**src/rtl/core/tcw_pkg.sv**
```systemverilog
`timescale 1ns / 1ps
// ----------------------------------------------------------------------------
// tcw_pkg
// Shared types and constants for the text console writer: item layouts,
// command kinds, back-end states and character codes.
// ----------------------------------------------------------------------------
package tcw_pkg;

    localparam int DEF_COLUMNS = 80;
    localparam int DEF_ROWS    = 25;

    localparam int ROW_FIELD_W = 6;
    localparam int COL_FIELD_W = 8;

    localparam int QUEUE_DEPTH = 2;

    localparam logic [7:0] RESET_ATTR    = 8'h0F;
    localparam logic [7:0] BLANK_CHAR    = 8'h20;
    localparam logic [7:0] CHR_NEWLINE   = 8'h0A;
    localparam logic [7:0] CHR_RETURN    = 8'h0D;
    localparam logic [7:0] CHR_TAB       = 8'h09;
    localparam logic [7:0] CHR_BACKSPACE = 8'h08;
    localparam int         TAB_STEP      = 4;

    localparam logic [1:0] OP_PUT   = 2'd0;
    localparam logic [1:0] OP_SET   = 2'd1;
    localparam logic [1:0] OP_CLEAR = 2'd2;
    localparam logic [1:0] OP_READ  = 2'd3;

    localparam logic REG_ATTR = 1'b0;

    typedef struct packed {
        logic [1:0] operation;
        logic [7:0] character;
        logic [4:0] target_row;
        logic [6:0] target_column;
    } t_in;

    typedef struct packed {
        logic [4:0]  row_now;
        logic [6:0]  column_now;
        logic [10:0] cursor_position;
        logic [15:0] cell_data;
        logic        scrolled;
    } t_out;

    typedef enum logic [2:0] {
        KIND_PRINT,
        KIND_NEWLINE,
        KIND_RETURN,
        KIND_TAB,
        KIND_BACKSPACE,
        KIND_SET,
        KIND_CLEAR,
        KIND_READ
    } t_kind;

    typedef struct packed {
        t_kind                  kind;
        logic [7:0]             character;
        logic [ROW_FIELD_W-1:0] row;
        logic [COL_FIELD_W-1:0] col;
    } t_cmd;

    typedef struct packed {
        logic valid;
        logic full;
    } t_queue_status;

    typedef enum logic [2:0] {
        ST_IDLE,
        ST_READ,
        ST_COPY,
        ST_DRAIN,
        ST_FILL
    } t_state;

endpackage

```
**src/rtl/core/tcw_front.sv**
```systemverilog
`timescale 1ns / 1ps
// ----------------------------------------------------------------------------
// tcw_front
// Input side: accepts items, sorts put bytes into command kinds and clamps
// the target cell to the screen.
// ----------------------------------------------------------------------------
module tcw_front
    import tcw_pkg::*;
#(
    parameter int COLUMNS = DEF_COLUMNS,
    parameter int ROWS    = DEF_ROWS
) (
    input  logic          i_valid,
    output logic          o_ready,
    input  t_in           i_item,
    input  t_queue_status i_queue,
    input  logic          i_init_busy,
    output logic          o_push,
    output t_cmd          o_cmd
);

    always_comb begin
        o_ready = !i_queue.full && !i_init_busy;
        o_push  = i_valid && o_ready;

        o_cmd.character = i_item.character;
        o_cmd.row = (32'(i_item.target_row) >= ROWS) ? ROW_FIELD_W'(ROWS - 1)
                                                     : ROW_FIELD_W'(i_item.target_row);
        o_cmd.col = (32'(i_item.target_column) >= COLUMNS) ? COL_FIELD_W'(COLUMNS - 1)
                                                           : COL_FIELD_W'(i_item.target_column);

        case (i_item.operation)
            OP_PUT: begin
                case (i_item.character)
                    CHR_NEWLINE:   o_cmd.kind = KIND_NEWLINE;
                    CHR_RETURN:    o_cmd.kind = KIND_RETURN;
                    CHR_TAB:       o_cmd.kind = KIND_TAB;
                    CHR_BACKSPACE: o_cmd.kind = KIND_BACKSPACE;
                    default:       o_cmd.kind = KIND_PRINT;
                endcase
            end
            OP_SET:   o_cmd.kind = KIND_SET;
            OP_CLEAR: o_cmd.kind = KIND_CLEAR;
            OP_READ:  o_cmd.kind = KIND_READ;
            default:  o_cmd.kind = KIND_READ;
        endcase
    end

endmodule

```
**config.mk**
```make
export PLATFORM = sky130hd
export DESIGN_NAME = tcw_front
export DESIGN_NICKNAME = d
export VERILOG_FILES = /design/src/rtl/core/tcw_pkg.sv /design/src/rtl/core/tcw_front.sv
export SDC_FILE = /design/constraint.sdc
export NUM_CORES = 1
export LEC_CHECK = 0
export ABC_AREA = 1
export BUFFER_PORTS_ARGS = -buffer_cell sky130_fd_sc_hd__buf_2
export CAP_MARGIN = 20
export CORE_AREA = 2 2 39 41
export DETAILED_ROUTE_END_ITERATION = 10
export DIE_AREA = 0 0 41 43
export PLACE_DENSITY = 0.7
export SKIP_LAST_GASP = 1
export SYNTH_ARGS = -nofsm -noshare
export SYNTH_HDL_FRONTEND = slang
export SYNTH_SLANG_ARGS = --single-unit
```
**constraint.sdc**
```tcl
create_clock -name vclk -period 0.8
set_input_delay 0.12 -clock vclk [all_inputs]
set_output_delay 0.12 -clock vclk [all_outputs]
set_load 0.02 [all_outputs]
```
==> summary.md, run 1 <==
| Metric | Value |
|---|---|
| Netlist cell types | 14 |
| Multiplexer share of the synthesized area | 0% |
| Final setup fails | 3 |
| Final WS setup | -0.0372 ns |
| Post-Synth XOR/XNOR Area | 0% |
| Initial core utilization | 21.8% |
| Fillers | 167 |
| Yosys Warn Count | 0 |
| Post-route design area | 573 um^2 |
| Mapped cell area | 302 um^2 |
| Met2 Use GR | 22.8% |
| RD Place Congestion | 0.648 |
| Status | finished, violations left |
| Sequential fraction of the synthesis area | 0% |
| Worst Setup EP | o_cmd[24] |
| Drc violations | 0 |
| GRT busiest layer | met2 |
| Nets | 126 |
| Leak | 0.000377 uW |
| Synth top area share | 24.9% |
| Period utilization | 105% |
| Initial antenna violation count | 0 |
| Grt total ovfl | 0 |
| Die area | 1760 um^2 |
| Worst EP arrival | 0.72 ns |
| Most common cell after layout, fill and taps aside | buf_2 |
| Area Overhead vs Synth | 90.0% |
| Hold depth | 2 |
| Setup repair after global routing missed its margin | yes |
| Fmax | 1190 MHz |
| First-pass GRT wire length | 1360 um |
| Wire per inst | 7.55 um |
| Crit end category | output port |
| DRT antenna net count | 0 |
| Reg area | 0 um^2 |
| M1 GR Usage | 8.86% |
| Slew Viols, Final | 0 |
| Initial detailed-routing violation count | 2 |
| DP Wirelength | 741 um |
| Adder-Cell Fraction of Synth Area | 0% |
| Share of layout cells above drive strength 1 | 69.4% |
| Number of global-route vias before repair | 392 |
| Grt met3 use | 0% |
| Multi-input logic area | 180 um^2 |
| CORE AREA | 1380 um^2 |
| IO buf count | 50 |
| Inserted Diodes | 0 |
| Dominant cells by area after synthesis | buf_4, inv_1, nand2_1, a21boi_0, nor2_1 |
| All-Layer GR Usage | 10.1% |
| Io pins | 53 |
| Failing checks | setup timing |
| Die width | 41 um |
| Total wire length | 861 um |
| Setup CP Type | input port to output port |
| Hold Path Origin | i_item[19] |
| Clock period minus worst slack | 0.837 ns |
| FP Rows | 14 |
| Most frequent cells in the layout | buf_2, inv_1, buf_6, nand2_1, inv_2 |
| Placed cell area | 489 um^2 |
| Syn avg cell area | 5.03 um^2 |
| Layout clock buffers | 0 |
| Peak supply drop | 0.000244 V |
| Hold crit path type | input port to output port |
| Post-synth top area cell | buf_4 |
| Post-synthesis simple-gate area fraction | 38.6% |
| Worst path required time | 0.68 ns |
| Power Total | 356 uW |
| Vias after detailed routing | 450 |
| # Max-Cap Violations | 0 |
| Synth Area in Compound Gates | 10.4% |
| Final Hold Viols | 0 |
| DIE HEIGHT | 43 um |
| Seq_cells | 0 |
| Syn Inst Count | 60 |
| Power Density | 621 nW/um^2 |
| Via density per instance | 3.95 |
| CP Launch Point | i_item[18] |
| Largest family of logic cells by synthesized area | buffers and inverters |
| Router iterations before antenna repair | 4 |
| CP Launch Type | input port |
| Largest net degree at the start of global routing | 6 |
| CP max FO | 3 |
## timing repair
| action | in CTS | in global routing |
|---|---|---|
| setup endpoints to repair | 5 | 4 |
| hold buffers | 0 | 0 |
| hold endpoints to repair | 0 | 0 |
| pin swaps | 5 | 3 |
| resized for setup | 21 | 5 |
| buffers inserted | 0 | 0 |
## report_power, final
group          switching (uW)  internal, uW
Sequential                  0             0
Combinational             204           152
Clock                       0             0
## how the worst min path moves through the flow
stage / to / slack, ns
2_1_floorplan: o_ready / 0.31
3_5_place_dp: o_cmd[16] / 0.47
3_3_place_gp: o_cmd[21] / 0.47
6_report: o_cmd[21] / 0.46
5_1_grt: o_cmd[19] / 0.46
4_1_cts: o_cmd[19] / 0.46
## cells in the mapped netlist
| cell | instances |
|---|---|
| nand3_1 | 3 |
| a21boi_0 | 3 |
| nor2_2 | 1 |
| o21ai_2 | 1 |
| nand2_1 | 12 |
| nor2_1 | 5 |
| nand2_2 | 2 |
| clkbuf_1 | 3 |
| inv_2 | 3 |
| nor2_4 | 1 |
| buf_4 | 10 |
| conb_1 | 1 |
| nor3b_1 | 1 |
| inv_1 | 14 |
## routing by layer
layer  vias up  part of all wire [%]
li1        232                     -
met1       191                    30
met2        27                    60
met3         0                   9.3
met4         0                     0
met5         -                     0
## per-stage QoR
stage                     instances  setup WS, ns  hold WS (ns)  TNS (ns)  utilization, %
after CTS                       114       -0.0419         0.459   -0.0717            40.3
after floorplan                  61        0.0331         0.315         0               -
after detailed placement        114       -0.0650         0.473    -0.239            35.4
after global placement          114       -0.0548         0.472    -0.179            35.4
final                           114       -0.0372         0.456   -0.0582            41.4
after global routing            114       -0.0750         0.463    -0.195            41.4
## cell families (layout without fill, tap and decap cells)
kind of cell	Yosys count	after routing
compound gates	4	4
buf+inv	30	67
simple gates	25	25
other cells	1	2
## cell type report
type                            instances  share of cell area [%]
Multi-Input combinational cell         31                    31.4
Inverter                               17                    11.1
Timing Repair Buffer                   50                    53.9
Tap cell                               16                    3.49
## critical path: stages
cell and delay (ns):
buf_2 0.11, inv_2 0.04, nand2_2 0.06, nor2_4 0.10, nand3_1 0.09, nand2_1 0.06, buf_4 0.13
Note: power is estimated with default switching activity, not from simulation.
==> run 2: changes to the inputs <==
ABC_CLOCK_PERIOD_IN_PS = 800   (was not set)
RECOVER_POWER = 50   (was not set)
==> run 2 against run 1 <==
  * The run still ends with setup timing left
  * Global-route usage unchanged
  * Largest cell class unchanged
  * Clock-buffer cell count unchanged
  * Flip-flop and latch count unchanged
  * Combinational power about the same
  * Utilization down 0.27 points
  * Maximum frequency unchanged
  * Non-clock buffer count unchanged
  * Setup slack unchanged
  * Largest power group unchanged
  * Power down 0.60%
  * Critical path depth unchanged
  * Sequential share of layout area unchanged
  * Via count unchanged
==> summary.md, run 2 (synthesized netlist as in run 1, its figures left out) <==
| Metric | Value |
|---|---|
| Via density per instance | 3.95 (unchanged) |
| Crit path max-delay family | simple AND/OR/NAND/NOR gates (unchanged) |
| Initial antenna violation count | 0 (unchanged) |
| Router iterations before antenna repair | 4 (unchanged) |
| Vias after detailed routing | 450 (unchanged) |
| Setup TNS | -0.0582 ns (about the same) |
| Most frequent cells in the layout | buf_2, inv_1, buf_6, nand2_1, inv_2 (unchanged) |
| Grt met3 use | 0% (unchanged) |
| CP Launch Type | input port (unchanged) |
| CTS Hold Bufs | 0 (unchanged) |
| Total wire length | 858 um (was 861 um) |
| # Max-Cap Violations | 0 (unchanged) |
| Hold Path End | o_cmd[19] (was o_cmd[21]) |
| Final setup fails | 3 (unchanged) |
| M1 GR Usage | 8.86% (unchanged) |
| IO buf count | 50 (unchanged) |
| CORE AREA | 1380 um^2 (unchanged) |
| Leak | 0.000369 uW (was 0.000377 uW) |
| Peak supply drop | 0.000242 V (was 0.000244 V) |
| Dpl ws | -0.0650 ns (unchanged) |
| Hold crit path type | input port to output port (unchanged) |
| CP max FO | 3 (unchanged) |
| Power Density | 622 nW/um^2 (was 621 nW/um^2) |
| Setup CP Type | input port to output port (unchanged) |
| RD Place Congestion | 0.648 (unchanged) |
| Worst EP arrival | 0.72 ns (about the same) |
| Die area | 1760 um^2 (unchanged) |
| Final WS setup | -0.0372 ns (unchanged) |
| Placed cell area | 489 um^2 (unchanged) |
| Crit end category | output port (unchanged) |
| Nets | 126 (unchanged) |
| DIE HEIGHT | 43 um (unchanged) |
| Hold depth | 2 (unchanged) |
| WP buf/inv | 3 (unchanged) |
| First-pass GRT wire length | 1360 um (unchanged) |
| Share of layout cells above drive strength 1 | 66.3% (was 69.4%) |
| Grt total ovfl | 0 (unchanged) |
| Failing checks | setup timing (unchanged) |
| Seq_cells | 0 (unchanged) |
| Final Hold Viols | 0 (unchanged) |
| Setup repair after global routing missed its margin | yes (unchanged) |
| FP Rows | 14 (unchanged) |
| Wire per inst | 7.53 um (was 7.55 um) |
| Status | finished, violations left (unchanged) |
| Layout clock buffers | 0 (unchanged) |
| Met2 Use GR | 22.8% (unchanged) |
| Worst path required time | 0.68 ns (about the same) |
| Initial core utilization | 21.8% (unchanged) |
| Period utilization | 105% (unchanged) |
| Number of global-route vias before repair | 392 (unchanged) |
| Fmax | 1190 MHz (unchanged) |
| DP Wirelength | 741 um (unchanged) |
| Slew Viols, Final | 0 (unchanged) |
| Hold Path Origin | i_item[17] (was i_item[19]) |
| Most common cell after layout, fill and taps aside | buf_2 (unchanged) |
| Post-CTS Setup Bufs | 0 (unchanged) |
| CP Cell Sequence | buf_2 -> inv_2 -> nand2_2 -> nor2_4 -> nand3_1 -> nand2_1 -> buf_4 (unchanged) |
| Clock period minus worst slack | 0.837 ns (unchanged) |
| Area Overhead vs Synth | 88.8% (was 90.0%) |
| DRT antenna net count | 0 (unchanged) |
| GRT busiest layer | met2 (unchanged) |
| Inserted Diodes | 0 (unchanged) |
| All-Layer GR Usage | 10.1% (unchanged) |
| Reg area | 0 um^2 (unchanged) |
| Post-route design area | 569 um^2 (was 573 um^2) |
| CP max stage cell | buf_4 (unchanged) |
| Largest net degree at the start of global routing | 6 (unchanged) |
| Die width | 41 um (unchanged) |
| Largest stage delay, worst path | 0.13 ns (about the same) |
| Initial detailed-routing violation count | 2 (unchanged) |
| Io pins | 53 (unchanged) |
| Drc violations | 0 (unchanged) |
| Fillers | 168 (was 167) |
-- run 2: timing repair --
action	4_1_cts	5_1_grt
setup endpoints to repair	5	4
pin swaps	5	3
resized for setup	21	5
-- run 2: worst max-delay path by stage --
stage | to | cells after the start | start | slack, ns
global route | o_cmd[24] | 7 | i_item[17] | -0.07
detailed placement | o_cmd[24] | 7 | i_item[18] | -0.07
CTS | o_cmd[24] | 7 | i_item[17] | -0.04
floorplan | o_push | 1 | i_init_busy | 0.03
global placement | o_cmd[24] | 7 | i_item[16] | -0.05
finish | o_cmd[24] | 7 | i_item[18] | -0.04
-- run 2: per-stage QoR --
step / utilization [%] / hold WS, ns / std cells / power, uW
6_report: 41.1 / 0.459 / 114 / 354
5_1_grt: 41.1 / 0.463 / 114 / 386
4_1_cts: 40.3 / 0.459 / 114 / 351
3_5_place_dp: 35.4 / 0.473 / 114 / 311
3_3_place_gp: 35.4 / 0.472 / 114 / 306
2_1_floorplan: - / 0.315 / 61 / 207
-- run 2: layer usage --
metal | routed length [um] | up-vias
li1 | - | 232
met1 | 257 | 191
met2 | 519 | 27
met3 | 80 | 0
met4 | 0 | 0
met5 | 0 | -
-- run 2: area by class of cell --
type	instances	area (um^2)	area share (%)
Inverter	17	63.8	11.2
Multi-Input combinational cell	31	180	31.6
Tap cell	16	20.0	3.52
Timing Repair Buffer	50	305	53.6
-- run 2: report_power, final --
| group | total, uW | internal [uW] | switching (uW) |
|---|---|---|---|
| sequential | 0 | 0 | 0 |
| clock | 0 | 0 | 0 |
| combinational | 354 | 150 | 204 |
| total | 354 | 150 | 204 |
==> run 3: changes to the inputs <==
ABC_CLOCK_PERIOD_IN_PS = 1000   (was 800)
RECOVER_POWER = 100   (was 50)
clock period = 1 ns   (was 0.8 ns; I/O delays follow)
==> run 3 against run 2 <==
  * The flow now finishes without violations
  * Flip-flop and latch count is the same
  * Global-route usage shrank 1.3 points
  * Cell count unchanged
  * First-iteration DRC count increased to 2.5 times the previous value
  * Combinational power down 33%
  * Utilization fell by 7.3 points
  * Critical path type unchanged
  * Critical endpoint unchanged
  * Highest routed layer unchanged
==> summary.md, run 3 (synthesized netlist as in run 1, its figures left out) <==
| Metric | Value |
|---|---|
| Fin Hold WS | 0.561 ns (was 0.459 ns) |
| IO buf count | 50 (unchanged) |
| Area Overhead vs Synth | 55.2% (was 88.8%) |
| Initial antenna violation count | 0 (unchanged) |
| Setup TNS | 0 ns (was -0.0582 ns) |
| First-pass GRT wire length | 1190 um (was 1360 um) |
| Seq_cells | 0 (unchanged) |
| Post-Place Cells | 114 (unchanged) |
| Wire per inst | 6.36 um (was 7.53 um) |
| Hold crit path type | input port to output port (unchanged) |
| CP Launch Type | input port (unchanged) |
| Fmax | 1090 MHz |
| Drc violations | 0 (unchanged) |
| Layout clock buffers | 0 (unchanged) |
| Crit end category | output port (unchanged) |
| Grt total ovfl | 0 (unchanged) |
| Post-CTS resize count | 0 (was 21) |
| Final setup fails | 0 (was 3) |
| Vias after detailed routing | 434 (was 450) |
| DIE HEIGHT | 43 um (unchanged) |
| DP Wirelength | 716 um (was 741 um) |
| Hold Path Origin | i_item[19] (was i_item[17]) |
| Final Hold Viols | 0 (unchanged) |
| Die width | 41 um (unchanged) |
| Power Density | 505 nW/um^2 (was 622 nW/um^2) |
| Largest net degree at the start of global routing | 6 (unchanged) |
| Hold depth | 2 (unchanged) |
| Status | complete, no violations (was finished, violations left) |
| Fillers | 159 (was 168) |
| Period utilization | 92.1% |
| Largest stage delay, worst path | 0.16 ns (was 0.13 ns) |
| Slew Viols, Final | 0 (unchanged) |
| Inserted Diodes | 0 (unchanged) |
| Worst path required time | 0.85 ns (was 0.68 ns) |
| Non-Filler Instances | 114 (unchanged) |
| Setup repair after global routing missed its margin | no (was yes) |
| Critical Path Most Common Cell | nand2_1 |
| CTS Hold Bufs | 0 (unchanged) |
| CORE AREA | 1380 um^2 (unchanged) |
| All-Layer GR Usage | 8.79% (was 10.1%) |
| Initial core utilization | 21.8% (unchanged) |
| CP Cell Sequence | buf_2 -> inv_1 -> nand2_1 -> nor2_4 -> nand3_1 -> nand2_1 -> clkbuf_2 (was buf_2 -> inv_2 -> nand2_2 -> nor2_4 -> nand3_1 -> nand2_1 -> buf_4) |
| Met1 wire length | 233 um (was 257 um) |
| Post-CTS Setup Bufs | 0 (unchanged) |
| RD Place Congestion | 0.648 (about the same) |
| DRT antenna net count | 0 (unchanged) |
| Top sig layer | met3 (unchanged) |
| FP Rows | 14 (unchanged) |
| Clock period minus worst slack | 0.921 ns |
| Most common cell after layout, fill and taps aside | buf_2 (unchanged) |
| Io pins | 53 (unchanged) |
| # Max-Cap Violations | 0 (unchanged) |
| Leak | 0.000313 uW (was 0.000369 uW) |
| Hold Path End | o_cmd[21] (was o_cmd[19]) |
| CP max FO | 3 (unchanged) |
| Initial detailed-routing violation count | 5 (was 2) |
| Die area | 1760 um^2 (unchanged) |
| Reg area | 0 um^2 (unchanged) |
| Via density per instance | 3.81 (was 3.95) |
| Peak supply drop | 0.000202 V (was 0.000242 V) |
| Router iterations before antenna repair | 4 (unchanged) |
| WL met3 | 86 um (was 80 um) |
| Most frequent cells in the layout | buf_2, clkbuf_1, inv_1, nand2_1, clkbuf_2 (was buf_2, inv_1, buf_6, nand2_1, inv_2) |
| Setup CP Type | input port to output port (unchanged) |
| CP max stage cell | clkbuf_2 (was buf_4) |
| Number of global-route vias before repair | 352 (was 392) |
| Nets | 126 (unchanged) |
| Share of layout cells above drive strength 1 | 41.8% (was 66.3%) |
| DR WL met2 | 405 um (was 519 um) |
| Worst EP arrival | 0.77 ns (was 0.72 ns) |
| Total wire length | 725 um (was 858 um) |
run 3: worst max-delay path by stage:
stage                end   startpoint  slack (ns)
6_report       o_cmd[24]   i_item[18]        0.08
5_1_grt        o_cmd[22]   i_item[19]        0.01
4_1_cts        o_cmd[24]   i_item[16]        0.08
3_5_place_dp   o_cmd[24]   i_item[18]        0.07
3_3_place_gp   o_cmd[24]   i_item[16]        0.08
2_1_floorplan     o_push  i_init_busy        0.17
run 3: final cells by class:
| class | instances | area [um^2] | area share [%] |
|---|---|---|---|
| inverter | 17 | 63.8 | 13.6 |
| multi-input combinational | 31 | 155 | 33.2 |
| timing repair buffer | 50 | 229 | 48.9 |
| tap | 16 | 20.0 | 4.28 |
run 3: power breakdown:
part           switching, uW  leakage [uW]  total [uW]  internal [uW]
clock                      0             0           0              0
combinational            153      0.000313         237           83.4
sequential                 0             0           0              0
run 3: stage by stage:
stage | util, % | cell area (um^2) | worst slack, ns | power (uW)
after CTS | 35.4 | 489 | 0.0753 | 249
final | 33.8 | 468 | 0.0791 | 237
after global routing | 33.8 | 468 | 0.0115 | 263
after global placement | 35.4 | 489 | 0.0835 | 245
after floorplan | - | 305 | 0.173 | 166
after detailed placement | 35.4 | 489 | 0.0733 | 248
run 3: metal layers:
metal | GRT usage [%] | up-vias
met5 | 0 | -
met4 | 0 | 0
met3 | 0 | 0
met2 | 19.4 | 25
met1 | 8.23 | 178
li1 | - | 231
run 3: critical path: cells and delay by family:
| kind | cells | cell delay [ns] |
|---|---|---|
| buffers and inverters | 3 | 0.30 |
| and+or+nand+nor | 4 | 0.31 |
