$ cat src/rtl/core/tcw_pkg.sv
`timescale 1ns / 1ps
// ----------------------------------------------------------------------------
// tcw_pkg
// Shared types and constants for the text console writer: item layouts,
// command kinds, back-end states and character codes.
// ----------------------------------------------------------------------------
package tcw_pkg;

    localparam int DEF_COLUMNS = 80;
    localparam int DEF_ROWS    = 25;

    localparam int ROW_FIELD_W = 6;
    localparam int COL_FIELD_W = 8;

    localparam int QUEUE_DEPTH = 2;

    localparam logic [7:0] RESET_ATTR    = 8'h0F;
    localparam logic [7:0] BLANK_CHAR    = 8'h20;
    localparam logic [7:0] CHR_NEWLINE   = 8'h0A;
    localparam logic [7:0] CHR_RETURN    = 8'h0D;
    localparam logic [7:0] CHR_TAB       = 8'h09;
    localparam logic [7:0] CHR_BACKSPACE = 8'h08;
    localparam int         TAB_STEP      = 4;

    localparam logic [1:0] OP_PUT   = 2'd0;
    localparam logic [1:0] OP_SET   = 2'd1;
    localparam logic [1:0] OP_CLEAR = 2'd2;
    localparam logic [1:0] OP_READ  = 2'd3;

    localparam logic REG_ATTR = 1'b0;

    typedef struct packed {
        logic [1:0] operation;
        logic [7:0] character;
        logic [4:0] target_row;
        logic [6:0] target_column;
    } t_in;

    typedef struct packed {
        logic [4:0]  row_now;
        logic [6:0]  column_now;
        logic [10:0] cursor_position;
        logic [15:0] cell_data;
        logic        scrolled;
    } t_out;

    typedef enum logic [2:0] {
        KIND_PRINT,
        KIND_NEWLINE,
        KIND_RETURN,
        KIND_TAB,
        KIND_BACKSPACE,
        KIND_SET,
        KIND_CLEAR,
        KIND_READ
    } t_kind;

    typedef struct packed {
        t_kind                  kind;
        logic [7:0]             character;
        logic [ROW_FIELD_W-1:0] row;
        logic [COL_FIELD_W-1:0] col;
    } t_cmd;

    typedef struct packed {
        logic valid;
        logic full;
    } t_queue_status;

    typedef enum logic [2:0] {
        ST_IDLE,
        ST_READ,
        ST_COPY,
        ST_DRAIN,
        ST_FILL
    } t_state;

endpackage

$ cat src/rtl/core/tcw_queue.sv
`timescale 1ns / 1ps
// ----------------------------------------------------------------------------
// tcw_queue
// Short command queue between the front and the back end.
// ----------------------------------------------------------------------------
module tcw_queue
    import tcw_pkg::*;
(
    input  logic          i_clk,
    input  logic          i_rst_n,
    input  logic          i_push,
    input  t_cmd          i_push_cmd,
    input  logic          i_pop,
    output t_cmd          o_cmd,
    output t_queue_status o_status
);

    localparam int QPW = (QUEUE_DEPTH > 1) ? $clog2(QUEUE_DEPTH) : 1;

    t_cmd           r_data [QUEUE_DEPTH];
    logic [QPW-1:0] r_wptr;
    logic [QPW-1:0] r_rptr;
    logic [QPW:0]   r_count;
    logic [QPW-1:0] n_wptr;
    logic [QPW-1:0] n_rptr;
    logic [QPW:0]   n_count;

    always_comb begin
        n_wptr  = r_wptr;
        n_rptr  = r_rptr;
        n_count = r_count;
        if (i_push) begin
            n_wptr = (r_wptr == QPW'(QUEUE_DEPTH - 1)) ? '0 : r_wptr + 1'b1;
        end
        if (i_pop) begin
            n_rptr = (r_rptr == QPW'(QUEUE_DEPTH - 1)) ? '0 : r_rptr + 1'b1;
        end
        if (i_push && !i_pop) begin
            n_count = r_count + 1'b1;
        end else if (!i_push && i_pop) begin
            n_count = r_count - 1'b1;
        end
    end

    always_ff @(posedge i_clk) begin
        if (!i_rst_n) begin
            r_wptr  <= '0;
            r_rptr  <= '0;
            r_count <= '0;
        end else begin
            r_wptr  <= n_wptr;
            r_rptr  <= n_rptr;
            r_count <= n_count;
        end
    end

    always_ff @(posedge i_clk) begin
        if (i_push) begin
            r_data[r_wptr] <= i_push_cmd;
        end
    end

    assign o_cmd          = r_data[r_rptr];
    assign o_status.valid = (r_count != '0);
    assign o_status.full  = (r_count == (QPW + 1)'(QUEUE_DEPTH));

endmodule

$ cat config.mk
export PLATFORM = sky130hd
export DESIGN_NAME = tcw_queue
export DESIGN_NICKNAME = d
export VERILOG_FILES = /design/src/rtl/core/tcw_pkg.sv /design/src/rtl/core/tcw_queue.sv
export SDC_FILE = /design/constraint.sdc
export NUM_CORES = 1
export LEC_CHECK = 0
export ABC_AREA = 1
export BUFFER_PORTS_ARGS = -buffer_cell sky130_fd_sc_hd__buf_2
export CAP_MARGIN = 10
export CORE_UTILIZATION = 46
export DETAILED_ROUTE_END_ITERATION = 12
export HOLD_SLACK_MARGIN = 0.06
export PLACE_DENSITY = 0.7
export SYNTH_ARGS = -nofsm -noshare
export SYNTH_HDL_FRONTEND = slang
export SYNTH_SLANG_ARGS = --single-unit
$ cat constraint.sdc
create_clock -name i_clk -period 1.7 [get_ports i_clk]
set_input_delay 0.17 -clock i_clk [delete_from_list [all_inputs] [get_ports i_clk]]
set_output_delay 0.17 -clock i_clk [all_outputs]
set_load 0.03 [all_outputs]
==> results of run 1 <==
==> where the power goes <==
part           internal (mW)  leakage [nW]  switching (mW)
registers               1.56         0.511          0.0220
clock network          0.446        0.0587           0.407
logic                  0.203         0.618           0.263
total                   2.21          1.19           0.691
==> worst register-to-register path, cell delays in order (launching register included) <==
cell	delay [ns]
sky130_fd_sc_hd__dfxtp_1	0.38
sky130_fd_sc_hd__nand2_1	0.09
sky130_fd_sc_hd__inv_1	0.07
sky130_fd_sc_hd__buf_4	0.21
==> area by class of cell <==
cell class,count,area share (%)
clock buffer,5,2.42
clock inverter,3,1.67
inverter,8,1.06
multi-input combinational,47,16.1
sequential,55,56.4
tap,52,2.29
timing repair buffer,86,20.1
==> flip-flops by register name (all words and copies together) (netlist names), named ones only <==
| register | count |
|---|---|
| r_data | 50 |
| r_rptr | 1 |
| r_wptr | 1 |
| r_count | 2 |
==> per-stage QoR <==
step / hold WS (ns) / setup WS, ns / total power, mW
after global placement: 0.358 / 0.428 / 2.01
after global routing: 0.139 / 0.0147 / 3.01
after CTS: 0.0609 / 0.0599 / 2.93
after detailed placement: 0.362 / 0.399 / 2.03
after floorplan: 0.269 / 0.308 / 1.91
final: 0.120 / 0.0925 / 2.90
==> routing by layer <==
| layer | part of all wire (%) | up-vias |
|---|---|---|
| met3 | 4.9 | 8 |
| li1 | - | 595 |
| met4 | 1.8 | 0 |
| met1 | 39 | 590 |
| met2 | 54 | 40 |
| met5 | 0 | - |
==> Yosys cell counts (all sizes together) <==
| library cell | instances | share of area [%] |
|---|---|---|
| a21oi | 1 | 0.23 |
| buf | 3 | 2.4 |
| dfxtp | 5 | 4.7 |
| edfxtp | 50 | 70 |
| ha | 1 | 0.59 |
| inv | 8 | 1.4 |
| mux2 | 25 | 17 |
| nand2 | 9 | 1.6 |
| nand3 | 1 | 0.23 |
| nand4 | 1 | 0.29 |
| nor2 | 8 | 1.4 |
| o21ai | 1 | 0.23 |
==> cell families (layout without fill, tap and decap cells) <==
logic type	count (synthesis)	in the layout	synth area share, %
AO/OA/AOI/OAI	2	2	0.468
adder cells (fa/ha/maj)	1	1	0.585
buffers and inverters	11	102	3.81
flip-flops	55	55	74.9
multiplexers	25	25	16.7
AND/OR/NAND/NOR	19	19	3.51
==> layout by cell type, fill, tap and decap left out <==
| cell type | count |
|---|---|
| sky130_fd_sc_hd__bufinv_16 | 1 |
| sky130_fd_sc_hd__dfxtp_1 | 5 |
| sky130_fd_sc_hd__a21oi_1 | 1 |
| sky130_fd_sc_hd__nand2_1 | 9 |
| sky130_fd_sc_hd__nand4_1 | 1 |
| sky130_fd_sc_hd__nand3_1 | 1 |
| sky130_fd_sc_hd__inv_6 | 1 |
| sky130_fd_sc_hd__mux2_2 | 5 |
| sky130_fd_sc_hd__edfxtp_1 | 50 |
| sky130_fd_sc_hd__mux2_4 | 20 |
| sky130_fd_sc_hd__inv_1 | 8 |
| sky130_fd_sc_hd__buf_2 | 55 |
| sky130_fd_sc_hd__clkinv_4 | 1 |
| sky130_fd_sc_hd__clkbuf_8 | 5 |
| sky130_fd_sc_hd__ha_1 | 1 |
| sky130_fd_sc_hd__buf_4 | 6 |
| sky130_fd_sc_hd__o21ai_0 | 1 |
| sky130_fd_sc_hd__dlygate4sd3_1 | 25 |
| sky130_fd_sc_hd__nor2_1 | 7 |
| sky130_fd_sc_hd__nor2_2 | 1 |
==> final timing paths <==
kind | startpoint | endpoint | cells past startpoint
max reg2reg | r_wptr | r_data[1][10] | 3
max | flop | o_cmd[8] | 3
min reg2reg | r_rptr | flop | 2
min | i_rst_n | r_wptr | 3
==> timing repair <==
item	4_1_cts	5_1_grt
hold buffers	24	1
buffers inserted	0	0
hold endpoints to repair	48	2
==> tab_implementation.tex, run 1 <==
\begin{tabular}{lr}
\hline
Metric & Value \\
\hline
\multicolumn{2}{l}{\textbf{Status}} \\
Outcome & complete, no violations \\
\multicolumn{2}{l}{\textbf{Critical path}} \\
Worst endpoint data arrival time & 1.44 ns \\
Cell family with the largest share of critical-path delay & buffers and inverters \\
Highest net fanout along the worst path & 14 \\
CP max-delay cell & sky130\_fd\_sc\_hd\_\_mux2\_2 \\
List of cells traversed by the critical path & buf\_4 > mux2\_2 > buf\_2 \\
Required time at the worst-slack endpoint & 1.53 ns \\
Crit end category & output pin \\
Largest stage delay on the critical path & 0.37 ns \\
Worst setup SP type & flop \\
Category of the most critical setup path & reg -> out \\
Buffers \& Inverters on Critical Path & 2 \\
R2r setup slk & 0.65 ns \\
\multicolumn{2}{l}{\textbf{Logic synthesis}} \\
Post-synthesis area per instance & 18.9 um2 \\
Register area share after synthesis & 74.9\% \\
Warnings from Yosys & 0 \\
Synthesized flop and latch total & 55 \\
Post-synthesis cell count & 113 \\
Syn nets & 143 \\
Summed instance area of the synthesized netlist & 2140 um2 \\
Library cells used by synthesis & 14 \\
\multicolumn{2}{l}{\textbf{GRT}} \\
Total routing resource utilization after global routing & 15.9\% \\
Via count of the first global-routing pass & 1296 \\
Number of antenna violations at the first check in global routing & 0 \\
Global routing usage on met2 & 28.3\% \\
Total gr overflow & 0 \\
Global routing's busiest layer & met2 \\
GRT met3 Usage & 5.34\% \\
First-pass GRT wire length & 5850 um \\
Pin count of the biggest net entering global routing & 19 \\
Met1 Track Usage GR & 17.2\% \\
\multicolumn{2}{l}{\textbf{Layout}} \\
Utilization of the core after routing & 64.3\% \\
Final cell count without fillers & 256 \\
Area occupied by multi-input gates & 457 um2 \\
Ant diodes & 0 \\
Layout net count & 233 \\
Post-route cell area & 2840 um2 \\
Share of cells above drive strength 1 & 46.6\% \\
Sequential cell area & 1600 um2 \\
Number of fill cells in the layout & 335 \\
Signed area change from the synthesized netlist to the final layout & 32.9\% \\
\multicolumn{2}{l}{\textbf{Placed design}} \\
Number of port buffers & 55 \\
Final weighted congestion in routability-driven placement & 0.630 \\
Placed cell area & 2470 um2 \\
Post-DP HPWL & 2420 um \\
Placed cell count & 223 \\
\multicolumn{2}{l}{\textbf{Drt}} \\
Via/cell ratio & 4.82 \\
Final WL & 3600 um \\
DRC marker count from the first detailed-route iteration & 61 \\
Per-cell routed wire length & 14.1 um \\
Total iterations of the first detailed-routing run & 3 \\
Post-detailed-route DRC marker count & 0 \\
Number of antenna-violating nets in the routed design & 0 \\
Vias & 1233 \\
\multicolumn{2}{l}{\textbf{CTS}} \\
Post-cts repair resize count & 0 \\
Worst skew pair latency & 0.31 ns \\
TritonCTS clock tree & built \\
Number of levels in the clock H-tree & 2 \\
Number of buffers inserted during clock tree synthesis & 5 \\
Number of sinks on the clock net & 55 \\
Clk buf depth & 2 \\
CTS clock-pin slew for the worst setup and hold paths & 0.09 ns \\
Buffer type at the clock tree root & sky130\_fd\_sc\_hd\_\_clkbuf\_8 \\
\multicolumn{2}{l}{\textbf{Timing}} \\
Final Max Tran Viols & 0 \\
Worst slew pin tran & 0.234 ns \\
Period minus WS final & 1.61 ns \\
RSZ-0062 raised after global routing & false \\
Skew final & 0.00770 ns \\
Final hold violation count & 0 \\
Setup TNS & 0 ns \\
Peak Freq & 622 MHz \\
Setup violations, final & 0 \\
Final worst path period share & 94.6\% \\
Relative max-transition margin & 84.4\% \\
\multicolumn{2}{l}{\textbf{Floorplanning}} \\
Die area & 4920 um2 \\
Placement row count & 24 \\
Starting density of the core & 48.4\% \\
Placeable core area & 4410 um2 \\
Ports placed on the boundary & 56 \\
Die boundary width & 70.2 um \\
Floorplan die height & 70.2 um \\
\multicolumn{2}{l}{\textbf{Hold path}} \\
Hold WC Path Type & in -> reg \\
\multicolumn{2}{l}{\textbf{Flow run}} \\
Count of maximum capacitance violations & 0 \\
\multicolumn{2}{l}{\textbf{Power and ir drop}} \\
Leak & 1.19 nW \\
Power per standard cell area & 1020 nW/um2 \\
Worst vdd ir & 0.000674 V \\
\hline
\end{tabular}
Note: power is estimated with default switching activity, not from simulation.
==> run 2, diff against run 1 <==
Settings changed: PLACE_DENSITY 0.7 to 0.79.
==> run 2 against run 1 <==
Global-route usage about the same. Register-to-register slack is essentially flat. Power decreased by 5.6%. Clock skew fell by 0.0030 ns. Critical path type unchanged.
==> tab_implementation.tex, run 2 (same netlist as run 1, synthesis figures left out) <==
\begin{tabular}{lr}
\hline
Metric & Value \\
\hline
\multicolumn{2}{l}{\textbf{Critical path}} \\
Largest stage delay on the critical path & 0.36 ns \\
Category of the most critical setup path & reg -> out \\
Worst setup SP type & flop \\
List of cells traversed by the critical path & buf\_4 > mux2\_2 > buf\_2 \\
Register-to-Register Path Depth & 3 \\
R2r setup slk & 0.65 ns \\
Required time at the worst-slack endpoint & 1.53 ns \\
Highest net fanout along the worst path & 14 \\
Terminus of the critical flop-to-flop path & r\_data[1][5] \\
CP max-delay cell & sky130\_fd\_sc\_hd\_\_mux2\_2 \\
Crit end category & output pin \\
Worst endpoint data arrival time & 1.43 ns \\
Source of the worst register-to-register timing path & r\_wptr \\
\multicolumn{2}{l}{\textbf{Floorplanning}} \\
Die boundary width & 70.2 um \\
Placement row count & 24 \\
Floorplan die height & 70.2 um \\
Starting density of the core & 48.4\% \\
Placeable core area & 4410 um2 \\
Die area & 4920 um2 \\
Ports placed on the boundary & 56 \\
\multicolumn{2}{l}{\textbf{Drt}} \\
Detailed-route wire length on metal 1 & 1440 um \\
DR top layer & met4 \\
Final WL & 3640 um \\
Detailed-routed wire length on met2 & 1990 um \\
Vias & 1188 \\
Total met3 wirelength after detailed routing & 175 um \\
Per-cell routed wire length & 14.3 um \\
Post-detailed-route DRC marker count & 0 \\
Number of antenna-violating nets in the routed design & 0 \\
Via/cell ratio & 4.68 \\
DRC marker count from the first detailed-route iteration & 59 \\
Total iterations of the first detailed-routing run & 4 \\
\multicolumn{2}{l}{\textbf{Placed design}} \\
Worst setup slack after placement & 0.416 ns \\
Number of port buffers & 55 \\
Placed cell area & 2470 um2 \\
Post-DP HPWL & 2510 um \\
Final weighted congestion in routability-driven placement & 0.663 \\
\multicolumn{2}{l}{\textbf{Layout}} \\
Top reg by flops & r\_data \\
Biggest regs & r\_data (50), r\_count (2) \\
Share of cells above drive strength 1 & 47.0\% \\
Layout net count & 231 \\
Number of flip-flops under the largest register name & 50 \\
Utilization of the core after routing & 63.3\% \\
Signed area change from the synthesized netlist to the final layout & 30.7\% \\
Ant diodes & 0 \\
Leading cell type in the layout, fill and taps excluded & sky130\_fd\_sc\_hd\_\_buf\_2 \\
Most frequent cells in the layout & 55 x sky130\_fd\_sc\_hd\_\_buf\_2, 50 x sky130\_fd\_sc\_hd\_\_edfxtp\_1, 23 x sky130\_fd\_sc\_hd\_\_dlygate4sd3\_1, 20 x sky130\_fd\_sc\_hd\_\_mux2\_4, 9 x sky130\_fd\_sc\_hd\_\_nand2\_1 \\
Post-route cell area & 2790 um2 \\
\multicolumn{2}{l}{\textbf{GRT}} \\
Total routing resource utilization after global routing & 15.9\% \\
Total gr overflow & 0 \\
Number of antenna violations at the first check in global routing & 0 \\
Via count of the first global-routing pass & 1224 \\
Pin count of the biggest net entering global routing & 18 \\
First-pass GRT wire length & 5780 um \\
\multicolumn{2}{l}{\textbf{Timing}} \\
RSZ-0062 raised after global routing & false \\
Final hold slack & 0.0743 ns \\
Setup violations, final & 0 \\
Final Max Tran Viols & 0 \\
Final worst path period share & 94.2\% \\
Setup TNS & 0 ns \\
Worst slew pin tran & 0.243 ns \\
Period minus WS final & 1.60 ns \\
Final hold violation count & 0 \\
Peak Freq & 624 MHz \\
Skew final & 0.00466 ns \\
PnR worst setup slack & 0.0978 ns \\
Relative max-transition margin & 83.8\% \\
\multicolumn{2}{l}{\textbf{CTS}} \\
Number of levels in the clock H-tree & 2 \\
Number of sinks on the clock net & 55 \\
Worst skew pair latency & 0.30 ns \\
Setup Fix Bufs, Post-CTS & 0 \\
Number of buffers inserted during clock tree synthesis & 5 \\
Clk buf depth & 2 \\
CTS clock-pin slew for the worst setup and hold paths & 0.09 ns \\
TritonCTS clock tree & built \\
Buffer type at the clock tree root & sky130\_fd\_sc\_hd\_\_clkbuf\_8 \\
\multicolumn{2}{l}{\textbf{Hold path}} \\
Hold WC Path Type & in -> reg \\
Endpoint, Worst Hold & r\_data[0][19] \\
Hold path startpoint & i\_push\_cmd[19] \\
Number of instances on the worst hold path & 1 \\
\multicolumn{2}{l}{\textbf{Flow run}} \\
Count of maximum capacitance violations & 0 \\
\multicolumn{2}{l}{\textbf{Power and ir drop}} \\
Leak & 1.16 nW \\
Worst vdd ir & 0.000683 V \\
Power per standard cell area & 979 nW/um2 \\
\multicolumn{2}{l}{\textbf{Status}} \\
Outcome & complete, no violations \\
\hline
\end{tabular}
## run 2: cell count changes in the layout (fill, tap and decap cells not counted), sizes merged
| cell | before | now |
|---|---|---|
| bufinv | 1 | 0 |
| clkinvlp | 0 | 2 |
| dlygate4sd3 | 25 | 23 |
| inv | 9 | 8 |
## run 2: area by class of cell
cell class / count / area (um2)
Inverter: 8 / 30.0
Clock inverter: 3 / 20.0
Sequential cell: 55 / 1600
Clock buffer: 5 / 68.8
Multi-Input combinational cell: 47 / 457
Timing Repair Buffer: 84 / 551
Tap cell: 52 / 65.1
Fill cell: 324 / 1620
## run 2: stage by stage
step	cells	power (mW)
3_3_place_gp	223	2.01
6_report	254	2.73
2_1_floorplan	113	1.91
3_5_place_dp	223	2.04
5_1_grt	254	2.84
4_1_cts	252	2.76
## run 2: worst max path at each step
stage / startpoint / end / depth (start not counted)
CTS: flop / o_cmd[12] / 3
floorplan: r_wptr / r_data[0][0] / 1
global placement: flop / o_cmd[7] / 3
detailed placement: flop / o_cmd[12] / 3
finish: flop / o_cmd[12] / 3
global route: flop / o_cmd[7] / 3
## run 2: critical path, delay by kind of cell (launching register included)
kind	cells	cell delay (ns)
buf+inv	2	0.43
flops	1	0.34
mux	1	0.36
## run 2: routing by layer
layer | global-route usage [%] | vias up
met4 | 6.00 | 0
met3 | 4.62 | 6
met5 | 0 | -
li1 | - | 588
met1 | 17.2 | 552
met2 | 29.3 | 42
## run 2: power breakdown
group | total, mW | internal (mW) | switching, mW
clock network | 0.692 | 0.287 | 0.405
logic | 0.463 | 0.200 | 0.263
registers | 1.58 | 1.56 | 0.0225
total | 2.73 | 2.04 | 0.690
## run 2: repair_timing
item / in CTS / in global routing
endpoints found under the hold margin: 40 / 4
resized for setup: 0 / 0
hold buffers: 21 / 2
==> run 3, diff against run 2 <==
Settings changed: CORE_UTILIZATION 46 to 45, PLACE_DENSITY 0.79 to 0.77.
==> run 3 against run 2 <==
Register-to-register slack worse by 0.22 ns. Hold slack got worse by 0.0059 ns. Die area up 2.1%. Critical path type unchanged. Largest power group unchanged. Highest routed layer unchanged.
==> tab_implementation.tex, run 3 (same netlist as run 1, synthesis figures left out) <==
\begin{tabular}{lr}
\hline
Metric & Value \\
\hline
\multicolumn{2}{l}{\textbf{Layout}} \\
Ant diodes & 0 \\
Number of flip-flops under the largest register name & 50 \\
Most frequent cells in the layout & 55 x sky130\_fd\_sc\_hd\_\_buf\_2, 50 x sky130\_fd\_sc\_hd\_\_edfxtp\_1, 22 x sky130\_fd\_sc\_hd\_\_dlygate4sd3\_1, 20 x sky130\_fd\_sc\_hd\_\_mux2\_4, 9 x sky130\_fd\_sc\_hd\_\_nand2\_1 \\
Signed area change from the synthesized netlist to the final layout & 30.3\% \\
Number of fill cells in the layout & 364 \\
Top reg by flops & r\_data \\
Leading cell type in the layout, fill and taps excluded & sky130\_fd\_sc\_hd\_\_buf\_2 \\
Share of cells above drive strength 1 & 47.0\% \\
Layout net count & 229 \\
Biggest regs & r\_data (50), r\_count (2) \\
Utilization of the core after routing & 62.7\% \\
\multicolumn{2}{l}{\textbf{GRT}} \\
Global routing usage on met2 & 24.9\% \\
Total routing resource utilization after global routing & 13.4\% \\
Met1 Track Usage GR & 14.0\% \\
GRT met3 Usage & 4.84\% \\
Via count of the first global-routing pass & 1102 \\
Global routing's busiest layer & met2 \\
Total gr overflow & 0 \\
First-pass GRT wire length & 4960 um \\
Number of antenna violations at the first check in global routing & 0 \\
Pin count of the biggest net entering global routing & 23 \\
\multicolumn{2}{l}{\textbf{Placed design}} \\
Post-DP HPWL & 2340 um \\
Final weighted congestion in routability-driven placement & 0.668 \\
Number of port buffers & 55 \\
\multicolumn{2}{l}{\textbf{Critical path}} \\
CP max-delay cell & sky130\_fd\_sc\_hd\_\_dfxtp\_2 \\
Source of the worst register-to-register timing path & r\_wptr \\
Buffers \& Inverters on Critical Path & 2 \\
List of cells traversed by the critical path & buf\_12 > mux2\_2 > buf\_2 \\
Register-to-Register Path Depth & 3 \\
Worst endpoint data arrival time & 1.46 ns \\
Terminus of the critical flop-to-flop path & r\_data[1][12] \\
Category of the most critical setup path & reg -> out \\
Crit end category & output pin \\
Highest net fanout along the worst path & 22 \\
Cell family with the largest share of critical-path delay & flip-flops \\
Required time at the worst-slack endpoint & 1.53 ns \\
R2r setup slk & 0.43 ns \\
Worst setup SP type & flop \\
Largest stage delay on the critical path & 0.41 ns \\
\multicolumn{2}{l}{\textbf{CTS}} \\
Setup Fix Bufs, Post-CTS & 0 \\
Number of levels in the clock H-tree & 2 \\
Number of sinks on the clock net & 55 \\
Number of buffers inserted during clock tree synthesis & 5 \\
Clk buf depth & 2 \\
Buffer type at the clock tree root & sky130\_fd\_sc\_hd\_\_clkbuf\_8 \\
TritonCTS clock tree & built \\
Worst skew pair latency & 0.30 ns \\
CTS clock-pin slew for the worst setup and hold paths & 0.08 ns \\
\multicolumn{2}{l}{\textbf{Drt}} \\
Number of antenna-violating nets in the routed design & 0 \\
DRC marker count from the first detailed-route iteration & 54 \\
Per-cell routed wire length & 13.3 um \\
Total iterations of the first detailed-routing run & 6 \\
Post-detailed-route DRC marker count & 0 \\
Via/cell ratio & 4.68 \\
Final WL & 3360 um \\
Vias & 1180 \\
\multicolumn{2}{l}{\textbf{Floorplanning}} \\
Ports placed on the boundary & 56 \\
Placement row count & 24 \\
Die area & 5030 um2 \\
Placeable core area & 4440 um2 \\
Die boundary width & 70.9 um \\
Starting density of the core & 48.1\% \\
Floorplan die height & 70.9 um \\
\multicolumn{2}{l}{\textbf{Power and ir drop}} \\
Worst vdd ir & 0.000617 V \\
Leak & 1.16 nW \\
Power per standard cell area & 972 nW/um2 \\
\multicolumn{2}{l}{\textbf{Timing}} \\
Setup violations, final & 0 \\
Peak Freq & 614 MHz \\
Final hold violation count & 0 \\
Final worst path period share & 95.8\% \\
Skew final & 0.00342 ns \\
Relative max-transition margin & 77.6\% \\
RSZ-0062 raised after global routing & false \\
Period minus WS final & 1.63 ns \\
Final Max Tran Viols & 0 \\
Final hold slack & 0.0684 ns \\
Worst slew pin tran & 0.336 ns \\
Setup TNS & 0 ns \\
\multicolumn{2}{l}{\textbf{Hold path}} \\
Endpoint, Worst Hold & r\_data[0][20] \\
Hold path startpoint & i\_push\_cmd[20] \\
Hold WC Path Type & in -> reg \\
Number of instances on the worst hold path & 1 \\
\multicolumn{2}{l}{\textbf{Flow run}} \\
Count of maximum capacitance violations & 0 \\
\multicolumn{2}{l}{\textbf{Status}} \\
Outcome & complete, no violations \\
\hline
\end{tabular}
-- run 3: final cells by class --
cell class                      count  area (um2)  area share (%)
Clock buffer                        6        72.6            2.61
Clock inverter                      2        12.5           0.449
Inverter                            8        30.0            1.08
Multi-Input combinational cell     47         457            16.4
Sequential cell                    55        1600            57.5
Tap cell                           52        65.1            2.34
Timing Repair Buffer               82         546            19.6
-- run 3: worst max path at each step --
stage	from	endpoint	cells after the start	slack [ns]
2_1_floorplan	r_wptr	r_data[0][0]	1	0.31
3_3_place_gp	flop	o_cmd[8]	3	0.33
3_5_place_dp	flop	o_cmd[12]	3	0.30
4_1_cts	flop	o_cmd[12]	3	0.05
5_1_grt	flop	o_cmd[8]	3	0.02
6_report	flop	o_cmd[12]	3	0.07
-- run 3: power breakdown --
group          leakage (nW)  total, mW  internal, mW  switching, mW
clock                0.0412      0.670         0.288          0.382
combinational         0.604      0.454         0.201          0.253
sequential            0.511       1.58          1.56         0.0254
total                  1.16       2.71          2.05          0.661
-- run 3: worst register-to-register path, stage by stage (launching register included) --
cell	delay, ns
sky130_fd_sc_hd__dfxtp_1	0.37
sky130_fd_sc_hd__nand2_1	0.08
sky130_fd_sc_hd__inv_1	0.27
sky130_fd_sc_hd__buf_4	0.27
-- run 3: timing repair --
action,4_1_cts,5_1_grt
setup endpoints to repair,10,0
endpoints found under the hold margin,38,3
hold buffers,20,2
resized for setup,1,0
-- run 3: metal layers --
metal | vias up | share of wire, % | routed length [um]
met5 | - | 0 | 0
met3 | 6 | 5.7 | 193
met1 | 550 | 40 | 1330
met2 | 42 | 53 | 1780
met4 | 0 | 1.7 | 57
li1 | 582 | - | -
-- run 3: per-stage QoR --
step,cell area (um2),std cells,total power [mW],worst slack (ns)
3_3_place_gp,2480,222,2.02,0.335
5_1_grt,2790,252,2.80,0.0181
3_5_place_dp,2480,222,2.03,0.297
2_1_floorplan,2140,113,1.91,0.308
4_1_cts,2770,250,2.73,0.0495
6_report,2790,252,2.71,0.0710
